--- src/rtl/core/ipadl_pkg.sv ---
// ----------------------------------------------------------------------------
// ipadl_pkg
// Shared types and codes for the IP prefix allow/deny list.
// ----------------------------------------------------------------------------
`default_nettype none

package ipadl_pkg;

	localparam logic CMD_INSERT = 1'b0;
	localparam logic CMD_LOOKUP = 1'b1;

	localparam int KEY_W = 128;

	typedef enum logic [1:0] {
		ST_OK       = 2'd0,
		ST_FULL     = 2'd1,
		ST_TOO_LONG = 2'd2
	} status_t;

	// Item as it travels down the cell chain. The key is the address widened to
	// 128 bits (IPv4 sits in the low 32 bits). eff_len is the prefix length
	// measured from bit 127, so IPv4 prefixes are offset by 96.
	typedef struct packed {
		logic             cmd;
		logic             is_v6;
		logic [KEY_W-1:0] key;
		logic [7:0]       eff_len;
		status_t          status;
		logic             matched;
	} item_t;

endpackage

`default_nettype wire

--- src/rtl/core/ipadl_cell.sv ---
// ----------------------------------------------------------------------------
// ipadl_cell
// One table slot. Captures the insert aimed at its slot, and ORs its match
// into each lookup passing by before handing the item to the next cell.
// ----------------------------------------------------------------------------
`default_nettype none

module ipadl_cell #(
	parameter int CELL_IDX = 0,
	parameter int CNT_W    = 7
) (
	input  wire                  clk,
	input  wire                  arst_n,
	input  wire                  adv,
	input  wire                  vld_i,
	input  wire ipadl_pkg::item_t item_i,
	input  wire [CNT_W-1:0]      cnt_i,
	output logic                 vld_o,
	output ipadl_pkg::item_t     item_o,
	output logic [CNT_W-1:0]     cnt_o
);
	import ipadl_pkg::*;

	logic             ver_q;
	logic [KEY_W-1:0] key_q;
	logic [7:0]       len_q;
	logic [KEY_W-1:0] mask;
	logic             wr;
	logic             used;
	logic             hit;
	item_t            item_d;
	item_t            item_s1;
	logic [CNT_W-1:0] cnt_s1;
	logic             vld_s1;

	always_comb begin
		// bit b is part of the prefix when b >= 128 - len
		for (int b = 0; b < KEY_W; b++) begin
			mask[b] = ({1'b0, len_q} >= 9'(KEY_W - b));
		end
		wr   = adv && vld_i && (item_i.cmd == CMD_INSERT) && (item_i.status == ST_OK)
			&& (cnt_i == CNT_W'(CELL_IDX));
		used = (cnt_i > CNT_W'(CELL_IDX));
		hit  = vld_i && (item_i.cmd == CMD_LOOKUP) && used && (ver_q == item_i.is_v6)
			&& (((item_i.key ^ key_q) & mask) == '0);
		item_d         = item_i;
		item_d.matched = item_i.matched | hit;
	end

	always_ff @(posedge clk) begin
		if (wr) begin
			ver_q <= item_i.is_v6;
			key_q <= item_i.key;
			len_q <= item_i.eff_len;
		end
		if (adv) begin
			item_s1 <= item_d;
			cnt_s1  <= cnt_i;
		end
	end

	always_ff @(posedge clk or negedge arst_n) begin
		if (!arst_n) begin
			vld_s1 <= 1'b0;
		end else if (adv) begin
			vld_s1 <= vld_i;
		end
	end

	assign vld_o  = vld_s1;
	assign item_o = item_s1;
	assign cnt_o  = cnt_s1;

endmodule

`default_nettype wire

--- config.mk ---
export PLATFORM = sky130hd
export DESIGN_NAME = ipadl_cell
export DESIGN_NICKNAME = d
export VERILOG_FILES = /design/src/rtl/core/ipadl_pkg.sv /design/src/rtl/core/ipadl_cell.sv
export SDC_FILE = /design/constraint.sdc
export NUM_CORES = 1
export LEC_CHECK = 0
export BUFFER_PORTS_ARGS = -buffer_cell sky130_fd_sc_hd__buf_4
export CAP_MARGIN = 20
export CORE_UTILIZATION = 40
export DETAILED_ROUTE_END_ITERATION = 8
export PLACE_DENSITY_LB_ADDON = 0.2
export SYNTH_ARGS = -nofsm -noshare
export SYNTH_HDL_FRONTEND = slang
export SYNTH_SLANG_ARGS = --single-unit
--- constraint.sdc ---
create_clock -name clk -period 2.23 [get_ports clk]
set_input_delay 0.3345 -clock clk [delete_from_list [all_inputs] [get_ports clk]]
set_output_delay 0.3345 -clock clk [all_outputs]
set_load 0.05 [all_outputs]
==> flow_summary.json <==
{
  "post-route-util": 0.633,
  "grt_max_degree": 83,
  "end_kind": "flip-flop",
  "top_level_ports": 301,
  "drt_pass1_iterations": 5,
  "grt_pass1_wl_um": 53200,
  "clock_sinks": 286,
  "synth_top_flop_cell": "edfxtp_1",
  "crit_chain": "buf_4 > buf_4 > a31oi_2 > buf_4 > a21oi_1 > a2111oi_0 > nand3_1 > nor4_4 > a41o_1",
  "wl_met2_um": 17400,
  "coreArea_um2": 28000,
  "finalWeightedCongestion": 0.974,
  "stdcell_area_um2": 17700,
  "synth_fp_nets": 899,
  "hold_class": "in -> reg",
  "port_buffers": 300,
  "critPathRequiredTime_ns": 2.66,
  "total_power_mw": 13.2,
  "wl_per_cell_um": 21.2,
  "yosys_warnings": 0,
  "avgSynthCellArea_um2": 15.4,
  "cpMostUsedCell": "buf_4",
  "cp_slowest_cell": "a2111oi_0",
  "slew_viol_final": 0,
  "grt_overflow": 0,
  "dieArea_um2": 29400,
  "synth_top_area_frac": 0.744,
  "fin_nets": 1461,
  "violations": "setup timing",
  "power_per_cell_area_nw_per_um2": 747,
  "arrival_ns": 3.11,
  "crit_family": "compound AO/OA/AOI/OAI gates",
  "p_leak_nw": 6.78,
  "tightestPinTransition_ns": 0.515,
  "clkLatencyLatePin_ns": 0.55,
  "synth.distinct_cells": 54,
  "startpoint_type": "flip-flop",
  "critPathKind": "reg -> reg",
  "ant_nets": 0,
  "syn_inst": 747,
  "clockBufferDepth": 3,
  "initial_utilization": 0.411,
  "die_x_um": 172,
  "h-tree-depth": 1,
  "slowest_delay_ns": 0.52,
  "ys_top_cells_by_area": "edfxtp_1 (74%), xnor2_1 (4.9%), xor2_1 (4.6%)",
  "met1_length_um": 15200,
  "finalHoldViolCount": 0,
  "via_count": 8612,
  "crit_buf_inv": 3,
  "ys_async_sr_fraction": 0.00350,
  "top_layer": "met4",
  "ys_seq_area_frac": 0.746,
  "drive_gt1_frac": 0.377,
  "setup_viol": 1,
  "ir_drop_mv": 0.699,
  "max_freq_mhz": 372,
  "drc": 0,
  "drv_cap": 0,
  "place_area_um2": 15100,
  "fillers": 2051,
  "outcome": "finished with violations",
  "routed_wl_um": 36200,
  "finalClockSkew_ns": 0.0101,
  "row_count": 61,
  "grt_pass1_vias": 8845,
  "clkTransAtPathRegs_ns": 0.07,
  "drt_iter0_markers": 673,
  "antenna_found_initial": 0,
  "cts_buffers": 30,
  "timing.final.crit_share": 1.20,
  "ys_ff_latch": 286,
  "synth_area_leader_cell": "edfxtp_1",
  "post-place-ws_ns": -0.617,
  "vias_per_cell": 5.04,
  "met3WireLength_um": 2670,
  "synth_edf_count": 285,
  "cts_tree": "built",
  "n_antenna_cell": 0,
  "final_cells": 1708,
  "area_growth_pct": 54.0,
  "finalCriticalPeriod_ns": 2.69,
  "synth_area_um2": 11500,
  "clockRootBuffer": "clkbuf_16",
  "rsz0062_at_grt": "true",
  "dieHeight_um": 172,
  "grt_use_total": 0.244,
  "dp_cells": 1505,
  "post-dp-hpwl_um": 25300,
  "slew_headroom": 0.648,
  "worst-path-max-fanout": 8,
  "setup_ws_ns": -0.456
}
logic make-up (layout without fill, tap and decap cells):
kind of cell    count (synthesis)  in the layout  share of synthesized area
xor+xnor                      125            125                     0.0952
simple gates                  111            111                     0.0498
flops                         286            286                      0.746
buf+inv                        36            619                     0.0141
compound gates                189            189                     0.0949
through the flow:
step	hold WS, ns	TNS [ns]
floorplan	0.0389	0
global placement	0.113	-0.710
detailed placement	0.111	-0.617
CTS	0.000590	-0.295
global route	0.0516	-0.455
finish	0.0369	-0.456
registers in the layout, indices dropped and copies added (netlist names):
signal and flops:
key_q 128, len_q 8, ver_q 1, cnt_o 7, vld_o 1, item_o 141
worst min-delay path, cell delays in order:
cell	delay, ns
buf_4	0.08
nand2_1	0.06
o21ai_0	0.07
Yosys cell counts, types with 2 or more instances:
master and number:
a2111oi_0 3, a211oi_1 2, a21boi_0 2, a21o_1 3, a21oi_1 70, a221oi_1 5, a22oi_1 5, a31oi_1 3
and2_1 3, and3_1 5, buf_2 4, buf_6 3, clkbuf_1 26, edfxtp_1 285, inv_1 2, nand2_1 27
nand3_1 8, nand4_1 3, nor2_1 27, nor3_1 9, nor4_1 12, nor4bb_1 3, o211ai_1 2, o21a_1 4
o21ai_0 68, o21ai_1 3, o221ai_1 2, o22ai_1 4, or2_2 3, or3_1 3, or4_4 2, xnor2_1 65
xor2_1 60
where the power goes:
part           switching (mW)  internal, mW  total (mW)
sequential             0.0706          6.16        6.23
combinational            1.23         0.718        1.95
clock                    2.06          3.00        5.06
layout make-up:
cell class	instances	area, um2	area share
flip-flops and latches	286	8580	0.484
repair buffers	563	4730	0.267
multi-input cells	425	2930	0.166
clock buffers	38	802	0.0452
well taps	378	473	0.0267
clock inverters	15	186	0.0105
inverters	3	11.3	0.000635
routing by layer:
| metal | global-route usage | up-vias |
|---|---|---|
| li1 | - | 3978 |
| met1 | 0.320 | 4190 |
| met2 | 0.407 | 383 |
| met3 | 0.0513 | 61 |
| met4 | 0.0734 | 0 |
| met5 | 0 | - |
repair_timing:
item | 4_1_cts | 5_1_grt
resized for setup | 42 | 14
endpoints found under the setup margin | 1 | 1
cloned | 0 | 0
hold endpoints to repair | 273 | 2
setup buffers | 6 | 0
pin swaps | 13 | 10
hold buffers | 143 | 1
layout by cell type, fill, tap and decap left out, types with 3 or more instances in the layout:
cell type      instances
a21oi_1               65
a21oi_2                5
a221oi_1               5
a22oi_1                5
a31oi_1                3
and3_1                 3
buf_12                10
buf_4                403
buf_6                  6
bufinv_16              4
clkbuf_1               7
clkbuf_16             31
clkinv_1               4
clkinv_2               4
clkinv_4               3
dlygate4sd3_1        144
edfxtp_1             285
nand2_1               27
nand3_1                7
nand4_1                3
nor2_1                26
nor3_1                 8
nor4_1                 7
nor4_2                 4
o21a_1                 4
o21ai_0               57
o21ai_1                9
o21ai_2                5
o22ai_1                4
or4_4                  3
xnor2_1               65
xor2_1                60
worst paths after layout:
kind / cells after the start / end / start / slack [ns]
worst max-delay path: 9 / item_o[0] / len_q[5] / -0.46
worst min-delay path: 3 / vld_o / vld_i / 0.04
worst max register to register: 9 / item_o[0] / len_q[5] / -0.46
worst min register to register: 2 / vld_o / vld_o / 0.55
max in group asynchronous: 2 / vld_o / arst_n / 2.05
min in group asynchronous: 2 / vld_o / arst_n / 0.10
No activity file was read; power rests on OpenSTA's default activity.
