$ cat src/rtl/core/ipadl_pkg.sv
// ----------------------------------------------------------------------------
// ipadl_pkg
// Shared types and codes for the IP prefix allow/deny list.
// ----------------------------------------------------------------------------
`default_nettype none

package ipadl_pkg;

	localparam logic CMD_INSERT = 1'b0;
	localparam logic CMD_LOOKUP = 1'b1;

	localparam int KEY_W = 128;

	typedef enum logic [1:0] {
		ST_OK       = 2'd0,
		ST_FULL     = 2'd1,
		ST_TOO_LONG = 2'd2
	} status_t;

	// Item as it travels down the cell chain. The key is the address widened to
	// 128 bits (IPv4 sits in the low 32 bits). eff_len is the prefix length
	// measured from bit 127, so IPv4 prefixes are offset by 96.
	typedef struct packed {
		logic             cmd;
		logic             is_v6;
		logic [KEY_W-1:0] key;
		logic [7:0]       eff_len;
		status_t          status;
		logic             matched;
	} item_t;

endpackage

`default_nettype wire

$ cat src/rtl/core/ipadl_in_if.sv
// ----------------------------------------------------------------------------
// ipadl_in_if
// Request channel: insert or lookup item with valid/ready handshake.
// ----------------------------------------------------------------------------
`default_nettype none

interface ipadl_in_if;
	logic        valid;
	logic        ready;
	logic        cmd;
	logic        is_v6;
	logic [63:0] addr_hi;
	logic [63:0] addr_lo;
	logic [7:0]  prefix_len;

	modport source (output valid, cmd, is_v6, addr_hi, addr_lo, prefix_len, input ready);
	modport sink (input valid, cmd, is_v6, addr_hi, addr_lo, prefix_len, output ready);
endinterface

`default_nettype wire

$ cat src/rtl/core/ipadl_head.sv
// ----------------------------------------------------------------------------
// ipadl_head
// Entry stage: normalizes the address, checks inserts, keeps the entry count
// and stamps each item with the count (slot for inserts, fill for lookups).
// ----------------------------------------------------------------------------
`default_nettype none

module ipadl_head #(
	parameter int TABLE_DEPTH = 64,
	parameter int CNT_W       = 7
) (
	input  wire                  clk,
	input  wire                  arst_n,
	input  wire                  adv,
	ipadl_in_if.sink             req,
	output logic                 vld_o,
	output ipadl_pkg::item_t     item_o,
	output logic [CNT_W-1:0]     cnt_o
);
	import ipadl_pkg::*;

	logic             count_inc;
	logic             accept;
	logic             too_long;
	logic             full;
	logic [CNT_W-1:0] count_q;
	item_t            item_d;
	item_t            item_s1;
	logic [CNT_W-1:0] cnt_s1;
	logic             vld_s1;

	assign req.ready = adv;
	assign accept    = req.valid && adv;

	always_comb begin
		too_long = req.is_v6 ? (req.prefix_len > 8'd128) : (req.prefix_len > 8'd32);
		full     = (count_q == CNT_W'(TABLE_DEPTH));

		item_d.cmd     = req.cmd;
		item_d.is_v6   = req.is_v6;
		item_d.key     = req.is_v6 ? {req.addr_hi, req.addr_lo} : {96'd0, req.addr_lo[31:0]};
		item_d.eff_len = req.is_v6 ? req.prefix_len : req.prefix_len + 8'd96;
		item_d.matched = 1'b0;
		if (req.cmd == CMD_LOOKUP) begin
			item_d.status = ST_OK;
		end else if (too_long) begin
			item_d.status = ST_TOO_LONG;
		end else if (full) begin
			item_d.status = ST_FULL;
		end else begin
			item_d.status = ST_OK;
		end
		count_inc = accept && (req.cmd == CMD_INSERT) && (item_d.status == ST_OK);
	end

	always_ff @(posedge clk or negedge arst_n) begin
		if (!arst_n) begin
			count_q <= '0;
			vld_s1  <= 1'b0;
		end else begin
			if (count_inc) begin
				count_q <= count_q + CNT_W'(1);
			end
			if (adv) begin
				vld_s1 <= req.valid;
			end
		end
	end

	always_ff @(posedge clk) begin
		if (adv) begin
			item_s1 <= item_d;
			cnt_s1  <= count_q;
		end
	end

	assign vld_o  = vld_s1;
	assign item_o = item_s1;
	assign cnt_o  = cnt_s1;

`ifndef SYNTHESIS
	a_count_bound: assert property (@(posedge clk) disable iff (!arst_n)
		count_q <= CNT_W'(TABLE_DEPTH))
		else $error("entry count beyond table depth");

	a_count_inc: assert property (@(posedge clk) disable iff (!arst_n)
		count_inc |=> count_q == $past(count_q) + CNT_W'(1))
		else $error("good insert did not bump entry count");

	a_count_hold: assert property (@(posedge clk) disable iff (!arst_n)
		accept && (req.cmd == CMD_INSERT) && (too_long || full) |=> $stable(count_q))
		else $error("rejected insert changed entry count");
`endif

endmodule

`default_nettype wire

$ cat src/flat_wrapper.sv
// flat-port wrapper written by rule: the top's interface ports become plain ports
module ipadl_head_flat import ipadl_pkg::*;
#(
	parameter int TABLE_DEPTH = 64,
	parameter int CNT_W       = 7
)
  (clk, arst_n, adv, vld_o, item_o, cnt_o, req_valid, req_cmd, req_is_v6, req_addr_hi, req_addr_lo, req_prefix_len, req_ready);
  ipadl_in_if req_i ();
  input  wire clk;
  input  wire arst_n;
  input  wire adv;
  output logic vld_o;
  output ipadl_pkg::item_t item_o;
  output logic [CNT_W-1:0] cnt_o;
  input wire logic [$bits(req_i.valid)-1:0] req_valid;
  input wire logic [$bits(req_i.cmd)-1:0] req_cmd;
  input wire logic [$bits(req_i.is_v6)-1:0] req_is_v6;
  input wire logic [$bits(req_i.addr_hi)-1:0] req_addr_hi;
  input wire logic [$bits(req_i.addr_lo)-1:0] req_addr_lo;
  input wire logic [$bits(req_i.prefix_len)-1:0] req_prefix_len;
  output wire logic [$bits(req_i.ready)-1:0] req_ready;
  assign req_i.valid = req_valid;
  assign req_i.cmd = req_cmd;
  assign req_i.is_v6 = req_is_v6;
  assign req_i.addr_hi = req_addr_hi;
  assign req_i.addr_lo = req_addr_lo;
  assign req_i.prefix_len = req_prefix_len;
  assign req_ready = req_i.ready;
  ipadl_head #(.TABLE_DEPTH(TABLE_DEPTH), .CNT_W(CNT_W)) u_core (.clk(clk), .arst_n(arst_n), .adv(adv), .req(req_i), .vld_o(vld_o), .item_o(item_o), .cnt_o(cnt_o));
endmodule
$ cat config.mk
export PLATFORM = sky130hd
export DESIGN_NAME = ipadl_head_flat
export DESIGN_NICKNAME = d
export VERILOG_FILES = /design/src/rtl/core/ipadl_pkg.sv /design/src/rtl/core/ipadl_in_if.sv /design/src/rtl/core/ipadl_head.sv /design/src/flat_wrapper.sv
export SDC_FILE = /design/constraint.sdc
export NUM_CORES = 1
export LEC_CHECK = 0
export BUFFER_PORTS_ARGS = -buffer_cell sky130_fd_sc_hd__buf_2
export CAP_MARGIN = 10
export CORE_AREA = 2 2 113 115
export CTS_BUF_LIST = sky130_fd_sc_hd__clkbuf_4 sky130_fd_sc_hd__clkbuf_8
export DETAILED_ROUTE_END_ITERATION = 10
export DIE_AREA = 0 0 115 117
export PLACE_DENSITY_LB_ADDON = 0.1
export REMOVE_ABC_BUFFERS = 1
export SYNTH_ARGS = -nofsm -noshare
export SYNTH_HDL_FRONTEND = slang
export SYNTH_SLANG_ARGS = --single-unit
$ cat constraint.sdc
create_clock -name clk -period 2.1 [get_ports clk]
set_input_delay 0.42 -clock clk [delete_from_list [all_inputs] [get_ports clk]]
set_output_delay 0.42 -clock clk [all_outputs]
set_load 0.1 [all_outputs]
==> out/results.ini, run 1 <==
[floorplan]
boundaryPins = 292
core-area_um2 = 12300
initial_core_util = 0.455
die_height_um = 117
die_x_um = 115
fp.dieArea_um2 = 13500
num_rows = 41

[grt]
grt_pass1_vias = 3465
grt_max_degree = 100
grt_pass1_wl_um = 18600
grt_overflow = 0
antenna_found_initial = 1
grtUsageMet2 = 0.340
grt_use_total = 0.191
met1_usage = 0.201
grt_util_met3 = 0.0726
busiest_layer = met2

[cts]
path_clk_slew_ns = 0.07
htree_num_levels = 4
cts_tree = built
clk_path_buf_depth = 2
ctsResizeCount = 0
numCtsBuffers = 17
cts_root_buf = clkbuf_8
clock_latency_ns = 0.43
cts_setup_buffers = 0
cts.sinks = 155

[setup_path]
cp_top_family = simple AND/OR/NAND/NOR gates
cp.required_ns = 2.45
crit_buf_inv = 2
crit_path_start_kind = input port
cp-end-kind = flop
crit_chain = buf_2 > or4_4 > o32a_4 > buf_4 > nor3_1 > xor2_1
crit_type = input port to flop
crit_cells = 6
critPathMaxFanout = 6
cp.arrival_ns = 2.11
cp_slowest_cell = or4_4
r2r_cells = 5
max_stage_delay_ns = 0.53

[yosys]
avgSynthCellArea_um2 = 18.3
synthTopCellsByArea = edfxtp_1 (79%), and2_1 (11%), dfrtp_1 (3.6%)
yosys_most_used_dff = edfxtp_1
synth.distinct_cells = 27
synth_warnings = 0
ys_ff_latch = 155
yosys.area.top_type = edfxtp_1
synth_edf_count = 147
async_flop_share = 0.0516
netlist_area_um2 = 5610
netlist.area_leader.share = 0.788
netlist_instances = 307
ys_seq_area_frac = 0.823

[pwr]
leakage_uw = 0.00332
finalPower_uw = 8420
vdd_drop_max_mv = 0.562
power_density_nw_per_um2 = 1100

[timing]
worstMarginPinSlew_ns = 0.533
fin_crit_ns = 1.77
period_share = 0.841
fmax_ghz = 0.566
finalSetupTns_ns = 0
slew_headroom = 0.644
finalClockSkew_ns = 0.00405
setup_viol = 0
grt_setup_unrepaired = no
slew_viol_final = 0
finalHoldViolations = 0

[placed_design]
numPortBuffers = 290
dp_hpwl_um = 9640
place_congestion = 0.794
dpl-instance-area_um2 = 7260

[cells_and_area]
layout-drive-gt1-share = 0.531
final_cell_mix = buf_2 (289), edfxtp_1 (147), and2_1 (97)
final_core_util = 0.621
final_area_um2 = 7650
syn2layout_area_growth_pct = 36.5
layout_commonest_cell = buf_2
nNetsFinal = 756

[run]
drv_cap = 0

[routing]
first_pass_iters = 5
via_per_inst = 4.57
wirelength_um = 13000
drtIter0Drc = 245
routedWlPerCell_um = 16.9
ant_nets = 0
vias = 3534
drc = 0

[outcome]
outcome = complete, no violations

[min_path]
holdCritPathClass = input port to flop
hold_depth = 1

-- layout make-up --
type                       instances  area (µm²)
antenna                            1        2.50
clock buffer                      19         249
clock inverter                    11         129
fill                             987        4660
inverter                           6        22.5
multi-input combinational        133         912
sequential                       155        4610
tap                              150         188
timing repair buffer             298        1530
-- flip-flops by register name (all words and copies together) (netlist names) --
register and count:
u_core.cnt_o 7, u_core.vld_o 1, u_core.count_q 7, u_core.item_o 140
-- synth_stat cells, drive strengths merged (2+ instances only) --
cell / number
mux2: 2
edfxtp: 147
nand4: 3
and2: 97
xnor2: 2
buf: 2
dfrtp: 8
nor3: 5
inv: 6
nor2: 3
xor2: 5
clkbuf: 11
ha: 3
-- metrics by stage --
stage	hold slack, ns	setup slack (ns)	instances
after floorplan	0.124	0.0753	294
after global placement	0.272	-0.000837	741
after detailed placement	0.280	-0.0948	741
after CTS	0.118	0.370	772
after global routing	0.114	0.350	773
final	0.157	0.334	773
-- kinds of logic after synthesis --
| kind of cell | after synthesis | share of synthesized area |
|---|---|---|
| buf+inv | 19 | 0.0141 |
| compound gates | 5 | 0.0105 |
| other cells | 1 | 0.000669 |
| fa+ha+maj | 3 | 0.00670 |
| flops | 155 | 0.823 |
| mux | 3 | 0.00647 |
| simple gates | 114 | 0.127 |
| xor+xnor | 7 | 0.0109 |
-- where the power goes --
part           internal [µW]  switching (µW)
sequential              3700             117
clock                   1170             992
combinational            377            2070
total                   5240            3180
-- per-layer routing --
| layer | vias up | wire length (µm) |
|---|---|---|
| met5 | - | 0 |
| met4 | 0 | 168 |
| met3 | 12 | 1090 |
| met2 | 169 | 7370 |
| met1 | 1652 | 4410 |
| li1 | 1701 | - |
-- worst reg2reg max path: stages, from the launching register on --
cell     delay (ns)
dfrtp_1        0.43
inv_1          0.10
ha_1           0.20
nand4_1        0.11
nor3b_4        0.24
mux2_4         0.32
-- final timing paths --
path                              startpoint                end  slack [ns]
min in group asynchronous             arst_n       u_core.vld_o        0.36
min                           req_addr_lo[3]  u_core.item_o[14]        0.16
max                        req_prefix_len[0]  u_core.count_q[6]        0.33
max in group asynchronous             arst_n  u_core.count_q[3]        1.55
max reg2reg                u_core.count_q[0]  u_core.count_q[1]        0.60
min reg2reg                     u_core.vld_o       u_core.vld_o        0.51
-- timing repair --
item | CTS | global route
setup endpoints to repair | 0 | 0
endpoints found under the hold margin | 8 | 0
hold buffers | 1 | 0
(Power assumes the default switching activity.)
==> run 2: changes to the inputs <==
CORE_AREA = default   (was 2 2 113 115)
CORE_UTILIZATION = 42   (was default)
DIE_AREA = default   (was 0 0 115 117)
clock period = 1.47 ns   (was 2.1 ns; I/O delays follow)
==> run 2 against run 1 <==
Net effect:
- the flow now finishes with violations (setup timing)
- via count is 6.6% higher
- first-iteration DRC count is 11% lower
- global-route usage is 1.1 points higher
- clock skew is 0.0060 ns higher
==> out/results.ini, run 2 (same netlist as run 1, synthesis figures left out) <==
[cts]
clock_latency_ns = 0.44
clk_path_buf_depth = 2
cts.sinks = 155
cts_tree = built
path_clk_slew_ns = 0.08
cts_root_buf = clkbuf_8
htree_num_levels = 4
numCtsBuffers = 17
cts_setup_buffers = 0

[routing]
first_pass_iters = 4
wirelength_um = 13500
drtIter0Drc = 218
routedWlPerCell_um = 16.1
via_per_inst = 4.51
vias = 3767
drc = 0
ant_nets = 0

[floorplan]
initial_core_util = 0.437
boundaryPins = 292
die_x_um = 118
core-area_um2 = 12800
fp.dieArea_um2 = 13800
num_rows = 41
die_height_um = 118

[placed_design]
numPortBuffers = 290
dp_hpwl_um = 9430
dpl-instance-area_um2 = 7420
place_congestion = 0.774

[setup_path]
crit_buf_inv = 1
critPathMaxFanout = 5
max_stage_delay_ns = 0.52
crit_chain = buf_6 > or4_4 > o32a_4 > nor3b_4 > mux2_4
crit_path_start_kind = input port
cp_slowest_cell = or4_4
cp.arrival_ns = 1.84
cp-end-kind = flop
cp.required_ns = 1.80
cp_top_family = simple AND/OR/NAND/NOR gates
crit_type = input port to flop

[outcome]
violations = setup timing
outcome = finished, violations left

[grt]
grt_max_degree = 102
grt_use_total = 0.202
grt_pass1_wl_um = 20700
antenna_found_initial = 1
grt_pass1_vias = 3896
grt_overflow = 0

[timing]
fin_ws_ns = -0.0356
worst_hold_slack_ns = 0.0390
grt_setup_unrepaired = yes
finalHoldViolations = 0
worstMarginPinSlew_ns = 0.558
period_share = 1.02
setup_viol = 1
slew_viol_final = 0
slew_headroom = 0.628
finalClockSkew_ns = 0.0100
fin_crit_ns = 1.51
fmax_ghz = 0.664

[pwr]
power_density_nw_per_um2 = 1460
vdd_drop_max_mv = 0.727
leakage_uw = 0.00368

[cells_and_area]
largest_reg_flops = 140
nFillCells = 984
layout-drive-gt1-share = 0.528
final_area_um2 = 8520
layout_commonest_cell = buf_4
nNetsFinal = 795
final_cell_mix = buf_4 (160), edfxtp_1 (147), buf_2 (139)
syn2layout_area_growth_pct = 52.0

[min_path]
holdCritPathClass = input port to flop

[run]
drv_cap = 0

[run 2: per-layer routing]
layer | GRT usage | wire (µm)
met5 | 0 | 0
met4 | 0.108 | 463
met3 | 0.0872 | 1300
met2 | 0.340 | 6880
met1 | 0.213 | 4820
[run 2: through the flow]
| stage | cells | worst slack, ns | power [µW] | utilization | setup TNS (ns) |
|---|---|---|---|---|---|
| after floorplan | 294 | -0.429 | 8310 | - | -1.82 |
| after global placement | 773 | -0.519 | 9110 | 0.579 | -3.59 |
| after detailed placement | 773 | -0.524 | 9150 | 0.579 | -3.74 |
| after CTS | 835 | -0.00996 | 12500 | 0.661 | -0.0189 |
| after global routing | 835 | -0.0412 | 12800 | 0.664 | -0.0442 |
| final | 836 | -0.0356 | 12400 | 0.664 | -0.0356 |
[run 2: final timing paths]
path,from,endpoint,slack (ns),cells past startpoint
setup / recovery,req_prefix_len[0],u_core.count_q[1],-0.04,5
hold / removal,req_addr_lo[17],u_core.item_o[28],0.04,1
setup reg to reg,u_core.count_q[0],u_core.count_q[2],0.08,6
hold reg to reg,u_core.count_q[6],u_core.count_q[6],0.52,1
max in group asynchronous,arst_n,u_core.count_q[4],1.04,2
min in group asynchronous,arst_n,u_core.count_q[1],0.24,2
[run 2: final cells by class]
cell class	count	area (µm²)	area share
Tap cell	172	215	0.0253
Sequential cell	155	4610	0.542
Clock inverter	9	97.6	0.0115
Clock buffer	23	285	0.0335
Timing Repair Buffer	337	2330	0.274
Multi-Input combinational cell	133	950	0.111
Inverter	6	22.5	0.00264
Antenna cell	1	2.50	0.000294
[run 2: repair_timing]
item / 4_1_cts / 5_1_grt
setup endpoints to repair: 151 / 6
gates cloned: 0 / 0
hold buffers: 30 / 0
pin swaps: 1 / 1
gates resized for setup: 147 / 8
endpoints found under the hold margin: 37 / 0
[run 2: report_power, final]
| part | leakage (µW) | total, µW | switching [µW] | internal, µW |
|---|---|---|---|---|
| Clock | 0.000204 | 3070 | 1450 | 1630 |
| Combinational | 0.00194 | 3910 | 3040 | 877 |
| Sequential | 0.00153 | 5420 | 135 | 5280 |
| Total | 0.00368 | 12400 | 4620 | 7790 |
==> run 3: changes to the inputs <==
BUFFER_PORTS_ARGS = -buffer_cell sky130_fd_sc_hd__buf_4   (was -buffer_cell sky130_fd_sc_hd__buf_2)
==> run 3 against run 2 <==
Net effect:
- the run still ends with setup timing left
- register-to-register slack worse by 0.07 ns
- sequential cell count stayed put
- sequential power hardly changed
- critical path type unchanged
- largest power group unchanged
==> out/results.ini, run 3 (same netlist as run 1, synthesis figures left out) <==
[floorplan]
initial_core_util = 0.437
fp.dieArea_um2 = 13800
die_height_um = 118
boundaryPins = 292
num_rows = 41
core-area_um2 = 12800
die_x_um = 118

[cts]
clk_path_buf_depth = 2
htree_num_levels = 4
cts_tree = built
cts.sinks = 155
path_clk_slew_ns = 0.08
cts_root_buf = clkbuf_8
clock_latency_ns = 0.45
numCtsBuffers = 17

[cells_and_area]
n_antenna_cell = 0
layout-drive-gt1-share = 0.519
final_core_util = 0.696
syn2layout_area_growth_pct = 59.2
layout_commonest_cell = buf_4
nNetsFinal = 806
final_cells = 846
final_cell_mix = buf_4 (304), edfxtp_1 (147), and2_1 (97)
largest_reg_flops = 140

[min_path]
hold_depth = 1
holdCritPathClass = input port to flop
holdPathEnd = u_core.item_o[140]
hold_path_startpoint = req_cmd

[grt]
grt_util_met3 = 0.0862
met1_usage = 0.217
antenna_found_initial = 0
busiest_layer = met2
grt_max_degree = 104
grt_pass1_vias = 3985
grt_use_total = 0.211
grtUsageMet2 = 0.376
grt_pass1_wl_um = 21600
grt_overflow = 0

[setup_path]
rrSetupSlack_ns = 0.01
crit_path_start_kind = input port
cp.required_ns = 1.81
r2r_cells = 5
cp-end-kind = flop
r2r-start = u_core.count_q[1]
critPathMaxFanout = 4
cp.arrival_ns = 1.90
r2r_end = u_core.count_q[1]
crit_type = input port to flop

[timing]
slew_headroom = 0.511
fmax_ghz = 0.642
period_share = 1.06
fin_crit_ns = 1.56
fin_ws_ns = -0.0880
grt_setup_unrepaired = yes
finalHoldViolations = 0
worstMarginPinSlew_ns = 0.734
slew_viol_final = 0
finalClockSkew_ns = 0.00940
setup_viol = 6

[placed_design]
place_congestion = 0.782
numPortBuffers = 290
dp_hpwl_um = 9820
place_inst = 774

[routing]
routedWlPerCell_um = 16.8
ant_nets = 0
via_per_inst = 4.48
drc = 0
drtIter0Drc = 230
first_pass_iters = 4
wirelength_um = 14200
vias = 3794

[run]
drv_cap = 0

[pwr]
leakage_uw = 0.00381
vdd_drop_max_mv = 0.695
power_density_nw_per_um2 = 1400

[outcome]
violations = setup timing
outcome = finished, violations left

run 3: cell types whose count changed in the layout (fill, tap and decap cells not counted), moves of 2 or more:
cell	delta
clkinv_1	+4
buf_2	-139
buf_4	+144
clkinv_2	-5
buf_6	+2
clkinvlp_4	+4
clkbuf_4	-3
dlygate4sd3_1	+8
buf_12	-4
run 3: area by class of cell:
class	count	area (µm²)
inverters	6	22.5
multi-input cells	133	956
clock inverters	13	126
repair buffers	348	2740
flip-flops and latches	155	4610
clock buffers	19	249
fillers	950	3900
well taps	172	215
run 3: what timing repair did:
action                     CTS  global route
hold endpoints to repair    45             0
buffers inserted             0             2
gates resized for setup      9             4
setup endpoints to repair    5             8
pin swaps                    5             3
cloned                       0             0
hold buffers                38             0
run 3: where the power goes:
part | switching, µW | internal, µW
Clock | 1540 | 1520
Sequential | 144 | 5280
Combinational | 3060 | 985
run 3: metal layers:
layer  vias up  wire, µm
met2       184      7420
met1      1772      5060
met3        29      1340
met4         0       364
met5         -         0
li1       1809         -
run 3: per-stage QoR:
step | setup TNS, ns | hold slack, ns | power (µW) | setup slack (ns) | cell area (µm²)
after CTS | -0.0838 | 0.0261 | 12600 | -0.0356 | 8890
after global routing | -0.364 | 0.0287 | 12900 | -0.0983 | 8920
after detailed placement | -4.03 | 0.120 | 9470 | -0.617 | 8090
after floorplan | -1.82 | -0.00159 | 8310 | -0.429 | 5550
final | -0.205 | 0.0574 | 12500 | -0.0880 | 8920
after global placement | -3.67 | 0.118 | 9410 | -0.530 | 8090
run 3: worst max-delay path by stage:
| stage | endpoint | from |
|---|---|---|
| floorplan | u_core.count_q[1] | req_prefix_len[0] |
| global placement | u_core.count_q[1] | req_prefix_len[0] |
| detailed placement | u_core.count_q[3] | req_prefix_len[0] |
| CTS | u_core.count_q[1] | req_prefix_len[3] |
| global route | u_core.count_q[1] | u_core.count_q[1] |
| finish | u_core.count_q[1] | req_prefix_len[0] |
run 3: worst max-delay path: stages:
cell and delay (ns):
buf_6 0.09, or4_4 0.52, o32a_4 0.40, nor3b_4 0.26, mux2_4 0.32
